## config.mk

```make
export PLATFORM = sky130hd
export DESIGN_NAME = escape_sequence_unescaper_core_flat
export DESIGN_NICKNAME = d
export VERILOG_FILES = /design/src/rtl/core/escu_pkg.sv /design/src/rtl/core/escu_in_if.sv /design/src/rtl/core/escu_out_if.sv /design/src/rtl/core/escu_front.sv /design/src/rtl/core/escu_queue.sv /design/src/rtl/core/escu_back.sv /design/src/rtl/core/escape_sequence_unescaper_core.sv /design/src/flat_wrapper.sv
export VERILOG_INCLUDE_DIRS = /design/src /design/src/rtl/core
export SDC_FILE = /design/constraint.sdc
export NUM_CORES = 1
export LEC_CHECK = 0
export BUFFER_PORTS_ARGS = -buffer_cell sky130_fd_sc_hd__buf_4
export CAP_MARGIN = 15
export CORE_ASPECT_RATIO = 1.2
export CORE_MARGIN = 4
export CORE_UTILIZATION = 35
export CTS_CLUSTER_SIZE = 14
export DETAILED_ROUTE_END_ITERATION = 8
export GPL_ROUTABILITY_DRIVEN = 0
export PLACE_DENSITY_LB_ADDON = 0.05
export SYNTH_ARGS = -nofsm -noshare
export SYNTH_HDL_FRONTEND = slang
export SYNTH_SLANG_ARGS = --single-unit
```

## constraint.sdc

```tcl
create_clock -name clk -period 8.6 [get_ports clk]
set_input_delay 1.72 -clock clk [delete_from_list [all_inputs] [get_ports clk]]
set_output_delay 1.72 -clock clk [all_outputs]
set_load 0.005 [all_outputs]
```

## src/rtl/core/escape_sequence_unescaper_core_macros.svh

```systemverilog
// Assertion helpers shared by the core modules.
`ifndef ESCAPE_SEQUENCE_UNESCAPER_CORE_MACROS_SVH
`define ESCAPE_SEQUENCE_UNESCAPER_CORE_MACROS_SVH

// Same-cycle implication, disabled while in reset.
`define ESCU_IMPLIES(lbl, clk, rst_n, ante, cons, msg) \
	lbl: assert property (@(posedge clk) disable iff (!rst_n) (ante) |-> (cons)) \
		else $error(msg);

// Next-cycle implication, disabled while in reset.
`define ESCU_NEXT(lbl, clk, rst_n, ante, cons, msg) \
	lbl: assert property (@(posedge clk) disable iff (!rst_n) (ante) |=> (cons)) \
		else $error(msg);

`endif

```

## src/rtl/core/escu_pkg.sv

```systemverilog
package escu_pkg;

	// Characters the decoder recognizes
	localparam logic [7:0] CH_BACKSLASH = 8'h5C;
	localparam logic [7:0] CH_UPPER_X   = 8'h58;
	localparam logic [7:0] CH_LOWER_X   = 8'h78;
	localparam logic [7:0] CH_LOWER_B   = 8'h62;
	localparam logic [7:0] CH_LOWER_T   = 8'h74;
	localparam logic [7:0] CH_LOWER_N   = 8'h6E;
	localparam logic [7:0] CH_LOWER_F   = 8'h66;
	localparam logic [7:0] CH_LOWER_R   = 8'h72;
	localparam logic [7:0] CH_DIGIT_0   = 8'h30;
	localparam logic [7:0] CH_DIGIT_9   = 8'h39;
	localparam logic [7:0] CH_UPPER_A   = 8'h41;
	localparam logic [7:0] CH_UPPER_F   = 8'h46;
	localparam logic [7:0] CH_LOWER_A   = 8'h61;

	// Control bytes produced by the short escapes
	localparam logic [7:0] CTL_BS = 8'h08;
	localparam logic [7:0] CTL_HT = 8'h09;
	localparam logic [7:0] CTL_LF = 8'h0A;
	localparam logic [7:0] CTL_FF = 8'h0C;
	localparam logic [7:0] CTL_CR = 8'h0D;

	// Expanded form is backslash, X, four digits
	localparam logic [2:0] EXPAND_LEN = 3'd6;

	typedef enum logic [3:0] {
		MODE_NORMAL = 4'b0001,
		MODE_ESC    = 4'b0010,
		MODE_HEX    = 4'b0100,
		MODE_DROP   = 4'b1000
	} mode_t;

	// One queued command: an optional code point, an optional plain byte
	// after it, or a lone error result.
	typedef struct packed {
		logic        error;
		logic        last;
		logic        has_value;
		logic [15:0] value;
		logic        has_byte;
		logic [7:0]  data;
	} cmd_t;

	typedef struct packed {
		logic       valid;
		logic [3:0] digit;
	} hex_t;

	function automatic hex_t hex_val(input logic [7:0] b);
		hex_t r;
		r = '0;
		if (b inside {[CH_DIGIT_0:CH_DIGIT_9]}) begin
			r.valid = 1'b1;
			r.digit = 4'(b - CH_DIGIT_0);
		end else if (b inside {[CH_UPPER_A:CH_UPPER_F]}) begin
			r.valid = 1'b1;
			r.digit = 4'(b - CH_UPPER_A + 8'd10);
		end else if (b inside {[CH_LOWER_A:CH_LOWER_F]}) begin
			r.valid = 1'b1;
			r.digit = 4'(b - CH_LOWER_A + 8'd10);
		end
		return r;
	endfunction

	function automatic logic [7:0] hex_char(input logic [3:0] d);
		logic [7:0] r;
		if (d < 4'd10) begin
			r = CH_DIGIT_0 + 8'(d);
		end else begin
			r = CH_UPPER_A + 8'(d) - 8'd10;
		end
		return r;
	endfunction

endpackage

```

## src/rtl/core/escu_in_if.sv

```systemverilog
interface escu_in_if;
	logic       valid;
	logic       ready;
	logic [7:0] in_byte;
	logic       end_of_string;

	modport source (output valid, output in_byte, output end_of_string, input ready);
	modport sink (input valid, input in_byte, input end_of_string, output ready);
endinterface

```

## src/rtl/core/escu_out_if.sv

```systemverilog
interface escu_out_if;
	logic       valid;
	logic       ready;
	logic [7:0] out_byte;
	logic       error;
	logic       last;

	modport source (output valid, output out_byte, output error, output last, input ready);
	modport sink (input valid, input out_byte, input error, input last, output ready);
endinterface

```

## src/rtl/core/escu_front.sv

```systemverilog
`include "escape_sequence_unescaper_core_macros.svh"

module escu_front #(
	parameter int MAX_HEX_DIGITS = 4
) (
	input  logic             clk,
	input  logic             arst_n,
	escu_in_if.sink          din,
	input  logic             full,
	output logic             push,
	output escu_pkg::cmd_t   cmd
);

	escu_pkg::mode_t mode_q, mode_d;
	logic [2:0]      dc_q, dc_d, dc_inc;
	logic [15:0]     cv_q, cv_d, cv_next;
	escu_pkg::hex_t  hx;
	logic            accept;
	logic            as_normal;
	logic            fail;
	logic [7:0]      b;
	logic            eos;

	assign din.ready = !full;
	assign accept    = din.valid && din.ready;
	assign b         = din.in_byte;
	assign eos       = din.end_of_string;

	always_comb begin
		mode_d    = mode_q;
		dc_d      = dc_q;
		cv_d      = cv_q;
		cmd       = '0;
		as_normal = 1'b0;
		fail      = 1'b0;
		hx        = escu_pkg::hex_val(b);
		dc_inc    = dc_q + 3'd1;
		cv_next   = {cv_q[11:0], hx.digit};

		case (mode_q)
			escu_pkg::MODE_NORMAL: begin
				as_normal = 1'b1;
			end
			escu_pkg::MODE_ESC: begin
				mode_d       = escu_pkg::MODE_NORMAL;
				cmd.has_byte = 1'b1;
				case (b)
					escu_pkg::CH_LOWER_B: cmd.data = escu_pkg::CTL_BS;
					escu_pkg::CH_LOWER_T: cmd.data = escu_pkg::CTL_HT;
					escu_pkg::CH_LOWER_N: cmd.data = escu_pkg::CTL_LF;
					escu_pkg::CH_LOWER_F: cmd.data = escu_pkg::CTL_FF;
					escu_pkg::CH_LOWER_R: cmd.data = escu_pkg::CTL_CR;
					escu_pkg::CH_UPPER_X, escu_pkg::CH_LOWER_X: begin
						cmd.has_byte = 1'b0;
						if (eos) begin
							fail = 1'b1;
						end else begin
							mode_d = escu_pkg::MODE_HEX;
							dc_d   = '0;
							cv_d   = '0;
						end
					end
					default: cmd.data = b;
				endcase
			end
			escu_pkg::MODE_HEX: begin
				if (hx.valid) begin
					if (dc_inc >= 3'(MAX_HEX_DIGITS) || eos) begin
						cmd.has_value = 1'b1;
						cmd.value     = cv_next;
						mode_d        = escu_pkg::MODE_NORMAL;
						dc_d          = '0;
						cv_d          = '0;
					end else begin
						dc_d = dc_inc;
						cv_d = cv_next;
					end
				end else if (dc_q == 3'd0) begin
					fail = 1'b1;
				end else begin
					// flush the collected value, then treat this byte as plain input
					cmd.has_value = 1'b1;
					cmd.value     = cv_q;
					mode_d        = escu_pkg::MODE_NORMAL;
					dc_d          = '0;
					cv_d          = '0;
					as_normal     = 1'b1;
				end
			end
			escu_pkg::MODE_DROP: begin
				if (eos) begin
					mode_d = escu_pkg::MODE_NORMAL;
				end
			end
			default: begin
				mode_d = escu_pkg::MODE_NORMAL;
			end
		endcase

		if (as_normal) begin
			if (b == escu_pkg::CH_BACKSLASH) begin
				if (eos) begin
					fail = 1'b1;
				end else begin
					mode_d = escu_pkg::MODE_ESC;
				end
			end else begin
				cmd.has_byte = 1'b1;
				cmd.data     = b;
			end
		end

		cmd.last = eos;

		// an error wipes whatever else this byte produced
		if (fail) begin
			cmd       = '0;
			cmd.error = 1'b1;
			cmd.last  = 1'b1;
			mode_d    = eos ? escu_pkg::MODE_NORMAL : escu_pkg::MODE_DROP;
			dc_d      = '0;
			cv_d      = '0;
		end
	end

	assign push = accept && (cmd.error || cmd.has_value || cmd.has_byte);

	always_ff @(posedge clk or negedge arst_n) begin
		if (!arst_n) begin
			mode_q <= escu_pkg::MODE_NORMAL;
			dc_q   <= '0;
			cv_q   <= '0;
		end else if (accept) begin
			mode_q <= mode_d;
			dc_q   <= dc_d;
			cv_q   <= cv_d;
		end
	end

	`ESCU_IMPLIES(a_digits_only_in_hex, clk, arst_n, mode_q != escu_pkg::MODE_HEX, (dc_q == 3'd0) && (cv_q == 16'd0), "digit state left over outside hex mode")
	`ESCU_IMPLIES(a_digit_run_bounded, clk, arst_n, mode_q == escu_pkg::MODE_HEX, dc_q < 3'(MAX_HEX_DIGITS), "digit run not flushed at limit")

endmodule

```

## src/rtl/core/escu_queue.sv

```systemverilog
module escu_queue #(
	parameter int DEPTH = 2
) (
	input  logic           clk,
	input  logic           arst_n,
	input  logic           push,
	input  escu_pkg::cmd_t cmd_in,
	output logic           full,
	input  logic           pop,
	output logic           valid,
	output escu_pkg::cmd_t cmd_out
);

	localparam int AW = (DEPTH > 1) ? $clog2(DEPTH) : 1;
	localparam int CW = $clog2(DEPTH + 1);

	escu_pkg::cmd_t mem_q [DEPTH];
	logic [AW-1:0]  wr_ptr_q, rd_ptr_q;
	logic [CW-1:0]  count_q;
	logic           do_push, do_pop;

	assign full    = (count_q == CW'(DEPTH));
	assign valid   = (count_q != '0);
	assign do_push = push && !full;
	assign do_pop  = pop && valid;
	assign cmd_out = mem_q[rd_ptr_q];

	always_ff @(posedge clk) begin
		if (do_push) begin
			mem_q[wr_ptr_q] <= cmd_in;
		end
	end

	always_ff @(posedge clk or negedge arst_n) begin
		if (!arst_n) begin
			wr_ptr_q <= '0;
			rd_ptr_q <= '0;
			count_q  <= '0;
		end else begin
			if (do_push) begin
				wr_ptr_q <= (wr_ptr_q == AW'(DEPTH - 1)) ? '0 : wr_ptr_q + AW'(1);
			end
			if (do_pop) begin
				rd_ptr_q <= (rd_ptr_q == AW'(DEPTH - 1)) ? '0 : rd_ptr_q + AW'(1);
			end
			if (do_push && !do_pop) begin
				count_q <= count_q + CW'(1);
			end else if (do_pop && !do_push) begin
				count_q <= count_q - CW'(1);
			end
		end
	end

endmodule

```

## src/rtl/core/escu_back.sv

```systemverilog
`include "escape_sequence_unescaper_core_macros.svh"

module escu_back (
	input  logic           clk,
	input  logic           arst_n,
	input  logic           cmd_valid,
	input  escu_pkg::cmd_t cmd,
	output logic           pop,
	escu_out_if.source     dout
);

	logic [2:0] idx_q;
	logic [2:0] n_val, total, last_idx;
	logic       big;
	logic       advance;
	logic       at_end;
	logic [7:0] res_byte;
	logic       out_valid_q;
	logic [7:0] out_byte_q;
	logic       out_err_q;
	logic       out_last_q;

	assign big      = (cmd.value[15:7] != '0);
	assign n_val    = cmd.has_value ? (big ? escu_pkg::EXPAND_LEN : 3'd1) : 3'd0;
	assign total    = n_val + {2'b00, cmd.has_byte};
	assign last_idx = cmd.error ? 3'd0 : total - 3'd1;
	assign at_end   = (idx_q == last_idx);
	assign advance  = cmd_valid && (!out_valid_q || dout.ready);
	assign pop      = advance && at_end;

	always_comb begin
		res_byte = cmd.data;
		if (cmd.error) begin
			res_byte = '0;
		end else if (idx_q < n_val) begin
			if (big) begin
				case (idx_q)
					3'd0:    res_byte = escu_pkg::CH_BACKSLASH;
					3'd1:    res_byte = escu_pkg::CH_UPPER_X;
					3'd2:    res_byte = escu_pkg::hex_char(cmd.value[15:12]);
					3'd3:    res_byte = escu_pkg::hex_char(cmd.value[11:8]);
					3'd4:    res_byte = escu_pkg::hex_char(cmd.value[7:4]);
					default: res_byte = escu_pkg::hex_char(cmd.value[3:0]);
				endcase
			end else begin
				res_byte = cmd.value[7:0];
			end
		end
	end

	always_ff @(posedge clk or negedge arst_n) begin
		if (!arst_n) begin
			idx_q       <= '0;
			out_valid_q <= 1'b0;
		end else begin
			if (advance) begin
				idx_q       <= at_end ? 3'd0 : idx_q + 3'd1;
				out_valid_q <= 1'b1;
			end else if (dout.ready) begin
				out_valid_q <= 1'b0;
			end
		end
	end

	always_ff @(posedge clk) begin
		if (advance) begin
			out_byte_q <= res_byte;
			out_err_q  <= cmd.error;
			out_last_q <= at_end && cmd.last;
		end
	end

	assign dout.valid    = out_valid_q;
	assign dout.out_byte = out_byte_q;
	assign dout.error    = out_err_q;
	assign dout.last     = out_last_q;

	`ESCU_IMPLIES(a_mid_cmd_has_head, clk, arst_n, idx_q != 3'd0, cmd_valid, "expansion in progress with empty queue")
	`ESCU_IMPLIES(a_error_single, clk, arst_n, cmd_valid && cmd.error, idx_q == 3'd0, "error command expanded past one result")
	`ESCU_NEXT(a_pop_rewinds, clk, arst_n, pop, idx_q == 3'd0, "result index not rewound after pop")

endmodule

```

## src/rtl/core/escape_sequence_unescaper_core.sv

```systemverilog
// Channel | Dir | Payload                   | Handshake
// din     | in  | in_byte, end_of_string    | valid/ready, transfer when both high
// dout    | out | out_byte, error, last     | valid/ready, transfer when both high
//
// A plain byte or a short escape moves one transfer per cycle, end to end, while
// dout is ready. A hex code of 0x80 or more expands into six output transfers
// (seven with the byte that closed the digit run), which the back end emits one
// per cycle unless stalled. The front keeps taking bytes during an expansion
// until the command queue (QUEUE_DEPTH entries) is full. Output is registered.
// arst_n clears the decode state, the queue pointers and the output valid.
module escape_sequence_unescaper_core #(
	parameter int MAX_HEX_DIGITS = 4,
	parameter int QUEUE_DEPTH    = 2
) (
	input  logic       clk,
	input  logic       arst_n,
	escu_in_if.sink    din,
	escu_out_if.source dout
);

	// Front to queue
	logic           push;
	escu_pkg::cmd_t cmd_push;
	logic           full;

	// Queue to back
	logic           pop;
	logic           head_valid;
	escu_pkg::cmd_t cmd_head;

	// Front: tracks normal / escape / hex / drop mode per byte and turns each
	// byte into at most one command (value, trailing byte, or error).
	escu_front #(
		.MAX_HEX_DIGITS(MAX_HEX_DIGITS)
	) u_front (
		.clk    (clk),
		.arst_n (arst_n),
		.din    (din),
		.full   (full),
		.push   (push),
		.cmd    (cmd_push)
	);

	// Short queue lets the front keep decoding while a hex expansion drains.
	escu_queue #(
		.DEPTH(QUEUE_DEPTH)
	) u_queue (
		.clk     (clk),
		.arst_n  (arst_n),
		.push    (push),
		.cmd_in  (cmd_push),
		.full    (full),
		.pop     (pop),
		.valid   (head_valid),
		.cmd_out (cmd_head)
	);

	// Back: walks each command into the output register one result per cycle while dout is ready.
	escu_back u_back (
		.clk       (clk),
		.arst_n    (arst_n),
		.cmd_valid (head_valid),
		.cmd       (cmd_head),
		.pop       (pop),
		.dout      (dout)
	);

endmodule

```

## src/flat_wrapper.sv

```systemverilog
// flat-port wrapper written by rule: the top's interface ports become plain ports
module escape_sequence_unescaper_core_flat 
#(
	parameter int MAX_HEX_DIGITS = 4,
	parameter int QUEUE_DEPTH    = 2
)
  (clk, arst_n, din_valid, din_in_byte, din_end_of_string, din_ready, dout_valid, dout_out_byte, dout_error, dout_last, dout_ready);
  escu_in_if din_i ();
  escu_out_if dout_i ();
  input  logic clk;
  input  logic arst_n;
  input wire logic [$bits(din_i.valid)-1:0] din_valid;
  input wire logic [$bits(din_i.in_byte)-1:0] din_in_byte;
  input wire logic [$bits(din_i.end_of_string)-1:0] din_end_of_string;
  output wire logic [$bits(din_i.ready)-1:0] din_ready;
  output wire logic [$bits(dout_i.valid)-1:0] dout_valid;
  output wire logic [$bits(dout_i.out_byte)-1:0] dout_out_byte;
  output wire logic [$bits(dout_i.error)-1:0] dout_error;
  output wire logic [$bits(dout_i.last)-1:0] dout_last;
  input wire logic [$bits(dout_i.ready)-1:0] dout_ready;
  assign din_i.valid = din_valid;
  assign din_i.in_byte = din_in_byte;
  assign din_i.end_of_string = din_end_of_string;
  assign din_ready = din_i.ready;
  assign dout_valid = dout_i.valid;
  assign dout_out_byte = dout_i.out_byte;
  assign dout_error = dout_i.error;
  assign dout_last = dout_i.last;
  assign dout_i.ready = dout_ready;
  escape_sequence_unescaper_core #(.MAX_HEX_DIGITS(MAX_HEX_DIGITS), .QUEUE_DEPTH(QUEUE_DEPTH)) u_core (.clk(clk), .arst_n(arst_n), .din(din_i), .dout(dout_i));
endmodule
```

==> metrics.md <==
| Metric | Value |
|---|---|
| Outcome | finished clean |
| Crit path DAT | 4.57 ns |
| Synth Flop Type | edfxtp_1 |
| Type of the worst setup path | register to register |
| TritonCTS buffer count | 9 |
| Initial DRT Pass Iterations | 5 |
| Starting DRT DRC Count | 249 |
| Vias | 4,321 |
| Std-Cell Rows | 50 |
| Cts repair resizes | 0 |
| Initial core utilization | 0.361 |
| Vias in the first global route | 4,165 |
| Routed WL | 14.1 mm |
| Initial antenna violation count | 0 |
| Syn Nets | 590 |
| Flops & latches, synth | 97 |
| Setup TNS | 0 ns |
| Crit end category | register |
| Vias per Instance | 5.49 |
| GRT busiest layer | met2 |
| Worst Path Max Fanout | 46 |
| N_diodes | 0 |
| Core region area | 0.0158 mm^2 |
| CTS tree | done |
| Met1 Usage GRT | 0.204 |
| IO Count | 25 |
| GR Util met2 | 0.248 |
| Final Cycle Share | 0.500 |
| Max IR drop VDD | 0.104 mV |
| Nets@finish | 607 |
| Share of the synthesized area in the top cell type | 0.348 |
| # port buffers | 24 |
| Top post-synthesis cells by area | edfxtp_1, dfrtp_1, mux2i_1, ha_1, o21ai_0 |
| Syn. warnings | 0 |
| Detailed Place HPWL | 10.3 mm |
| Cell taking the most area after synthesis | edfxtp_1 |
| Startpoint Class | register |
| First-pass GRT wire length | 22.6 mm |
| Sequential area share after synthesis | 0.485 |
| Fmax | 233 MHz |
| Skew-Pair Late Insertion Delay | 0.34 ns |
| Unrepaired setup endpoints after global routing | no |
| Post-CTS setup buffers | 0 |
| Pwr Density | 295 mW/mm^2 |
| Slowest-stage cell, CP | buf_4 |
| Clock Pin Slew Worst Setup and Hold Paths | 0.07 ns |
| GRT Total Usage | 0.154 |
| Slew at the pin closest to its max-slew limit | 1.05 ns |
| Final min period | 4.30 ns |
| Ratio of cells with drive above 1 in the final layout | 0.138 |
| Pleak | 2.50 nW |
| CTS Hold Bufs | 0 |
| Chip height | 148 um |
| Max cap viols | 0 |
| Area grow syn2layout | 11.9% |
| Data required, critical path | 8.87 ns |
| # H-tree levels | 3 |
| Hold crit path type | register to register |
| Syn Area/Cell | 10.2 um^2 |
| DR WL/cell | 18.0 um |
| Max incr delay on CP | 0.49 ns |
| Die ar. | 0.0184 mm^2 |
| Cell count after synthesis | 557 |
| Cell Chain, Critical Path | buf_4, nor3b_1, or2_1, o21ai_2, nor2_1, inv_1, ha_1, nor2b_1, nand3_1, o21ai_0, a2111oi_0, nand4_1, nor3_2, inv_1, ha_1, xor2_1, nor2_1, xor2_1 |
| Async SR Flop Fraction | 0.320 |
| Final setup viols | 0 |
| Largest net degree at the start of global routing | 47 |
| Setup Skew | 0.0113 ns |
| Maximum clock path buffer count | 2 |
| Post-synth EDFFs | 66 |
| Clk root buf | clkbuf_16 |
| # clock sinks | 97 |
| Synth cell types | 76 |
| Slew Viols, Final | 0 |
| DR DRC count | 0 |
| Routed Antenna Nets | 0 |
| Met3 usage | 0.0235 |
| Fin. Hold Viols | 0 |
| Cell Area, Synth | 0.00569 mm^2 |
| Die width | 124 um |
| Final Core Density | 0.404 |
| Relative slew slack | 0.292 |
| Residual overflow from global routing | 0 |
-- Yosys cell counts (all sizes together) (2+ instances only) --
master / n
a2111oi: 5
a211oi: 6
a21o: 4
a21oi: 19
a22oi: 15
a311oi: 2
a31oi: 4
a41oi: 3
and2: 6
and3: 4
and4b: 2
buf: 7
clkbuf: 17
dfrtp: 30
edfxtp: 66
ha: 20
inv: 34
mux2: 9
mux2i: 26
nand2: 39
nand2b: 9
nand3: 32
nand3b: 2
nand4: 4
nor2: 46
nor2b: 7
nor3: 23
nor3b: 4
nor4: 5
o211ai: 4
o21a: 3
o21ai: 44
o221ai: 2
o22ai: 6
o311ai: 2
o31ai: 2
or2: 3
or3: 4
or3b: 3
or4: 3
xnor2: 4
xor2: 6
-- state kept, by name, summed over array words and instances (netlist names), 2 cells and up --
register / count
u_core.u_queue.mem_q: 56
u_core.u_front.cv_q: 16
u_core.u_back.dout.out_byte: 8
u_core.u_front.mode_q: 4
u_core.u_back.idx_q: 3
u_core.u_front.dc_q: 3
u_core.u_queue.count_q: 2
-- placed cells by master (no fill, tap or decap), types with 3 or more instances in the layout --
| cell | instances |
|---|---|
| mux2i_1 | 26 |
| a21o_1 | 4 |
| nand2_1 | 39 |
| clkbuf_16 | 9 |
| dfrtp_1 | 29 |
| nor4_1 | 3 |
| a41oi_1 | 3 |
| nor3b_1 | 4 |
| inv_1 | 34 |
| or4_4 | 3 |
| nand3_1 | 32 |
| mux2_2 | 9 |
| nor2_1 | 46 |
| xor2_1 | 6 |
| o22ai_1 | 6 |
| and3_1 | 3 |
| edfxtp_1 | 66 |
| ha_1 | 20 |
| o211ai_1 | 4 |
| a22oi_1 | 15 |
| a21oi_1 | 17 |
| o21a_1 | 3 |
| nor3_1 | 20 |
| nor3_2 | 3 |
| xnor2_1 | 4 |
| buf_4 | 30 |
| nand2b_1 | 8 |
| nand4_1 | 4 |
| o21ai_0 | 42 |
| a211oi_1 | 6 |
| a2111oi_0 | 5 |
| a31oi_1 | 4 |
| and2_1 | 6 |
| or3_1 | 4 |
| nor2b_1 | 6 |
-- per-layer routing --
metal  vias up  share of wire
met5         -              0
met4         0          0.030
met3        26          0.029
met2        90           0.48
met1      2092           0.46
li1       2113              -
-- critical path, delay by kind of cell (launching register included) --
family / cells / cell delay [ns]
AO/OA/AOI/OAI: 3 / 0.71
XOR/XNOR: 2 / 0.28
adder cells (fa/ha/maj): 2 / 0.44
buffers and inverters: 3 / 0.68
flip-flops: 1 / 0.34
AND/OR/NAND/NOR: 8 / 1.75
-- where the power goes --
part | total (mW) | internal, mW | switching (mW)
clock network | 0.393 | 0.214 | 0.179
registers | 0.693 | 0.636 | 0.0576
logic | 0.791 | 0.306 | 0.485
total | 1.88 | 1.15 | 0.722
-- final cells by class --
| type | count | area, um^2 |
|---|---|---|
| clock buffer | 11 | 253 |
| fill | 1554 | 9400 |
| timing repair buffer | 30 | 225 |
| sequential | 97 | 2760 |
| tap | 208 | 260 |
| multi-input combinational | 402 | 2700 |
| clock inverter | 5 | 38.8 |
| inverter | 34 | 128 |
-- path summary, 6_finish.rpt --
| check | slack, ns | to | start | depth (start not counted) |
|---|---|---|---|---|
| worst max-delay path | 4.30 | u_core.u_queue.count_q[1]$_DFFE_PN0P_ | u_core.u_queue.rd_ptr_q$_DFFE_PN0P_ | 18 |
| worst min-delay path | 0.50 | u_core.u_back.dout.valid$_DFFE_PN0P_ | u_core.u_back.dout.valid$_DFFE_PN0P_ | 2 |
| worst max register to register | 4.30 | u_core.u_queue.count_q[1]$_DFFE_PN0P_ | u_core.u_queue.rd_ptr_q$_DFFE_PN0P_ | 18 |
| worst min register to register | 0.50 | u_core.u_back.dout.valid$_DFFE_PN0P_ | u_core.u_back.dout.valid$_DFFE_PN0P_ | 2 |
| max in group asynchronous | 6.89 | u_core.u_queue.rd_ptr_q$_DFFE_PN0P_ | arst_n | 1 |
| min in group asynchronous | 1.34 | u_core.u_back.idx_q[1]$_DFFE_PN0P_ | arst_n | 1 |
-- per-stage QoR --
stage                     cells  hold WS (ns)  cell area [um^2]  setup WS, ns  power [mW]
after detailed placement    771         0.491              6080          4.31        1.50
after CTS                   787         0.509              6370          4.38        1.90
after global placement      771         0.487              6080          4.41        1.49
after global routing        787         0.523              6370          3.87        2.01
after floorplan             557         0.455              5690          3.91        1.25
final                       787         0.499              6370          4.30        1.88
-- cells by family after synthesis --
group | count (synthesis) | share of synthesized area
flip-flops | 97 | 0.485
buffers and inverters | 58 | 0.0403
adder cells (fa/ha/maj) | 20 | 0.0440
XOR/XNOR | 10 | 0.0154
AO/OA/AOI/OAI | 135 | 0.160
AND/OR/NAND/NOR | 202 | 0.192
multiplexers | 35 | 0.0636
Power figures use the tool's default switching activity.
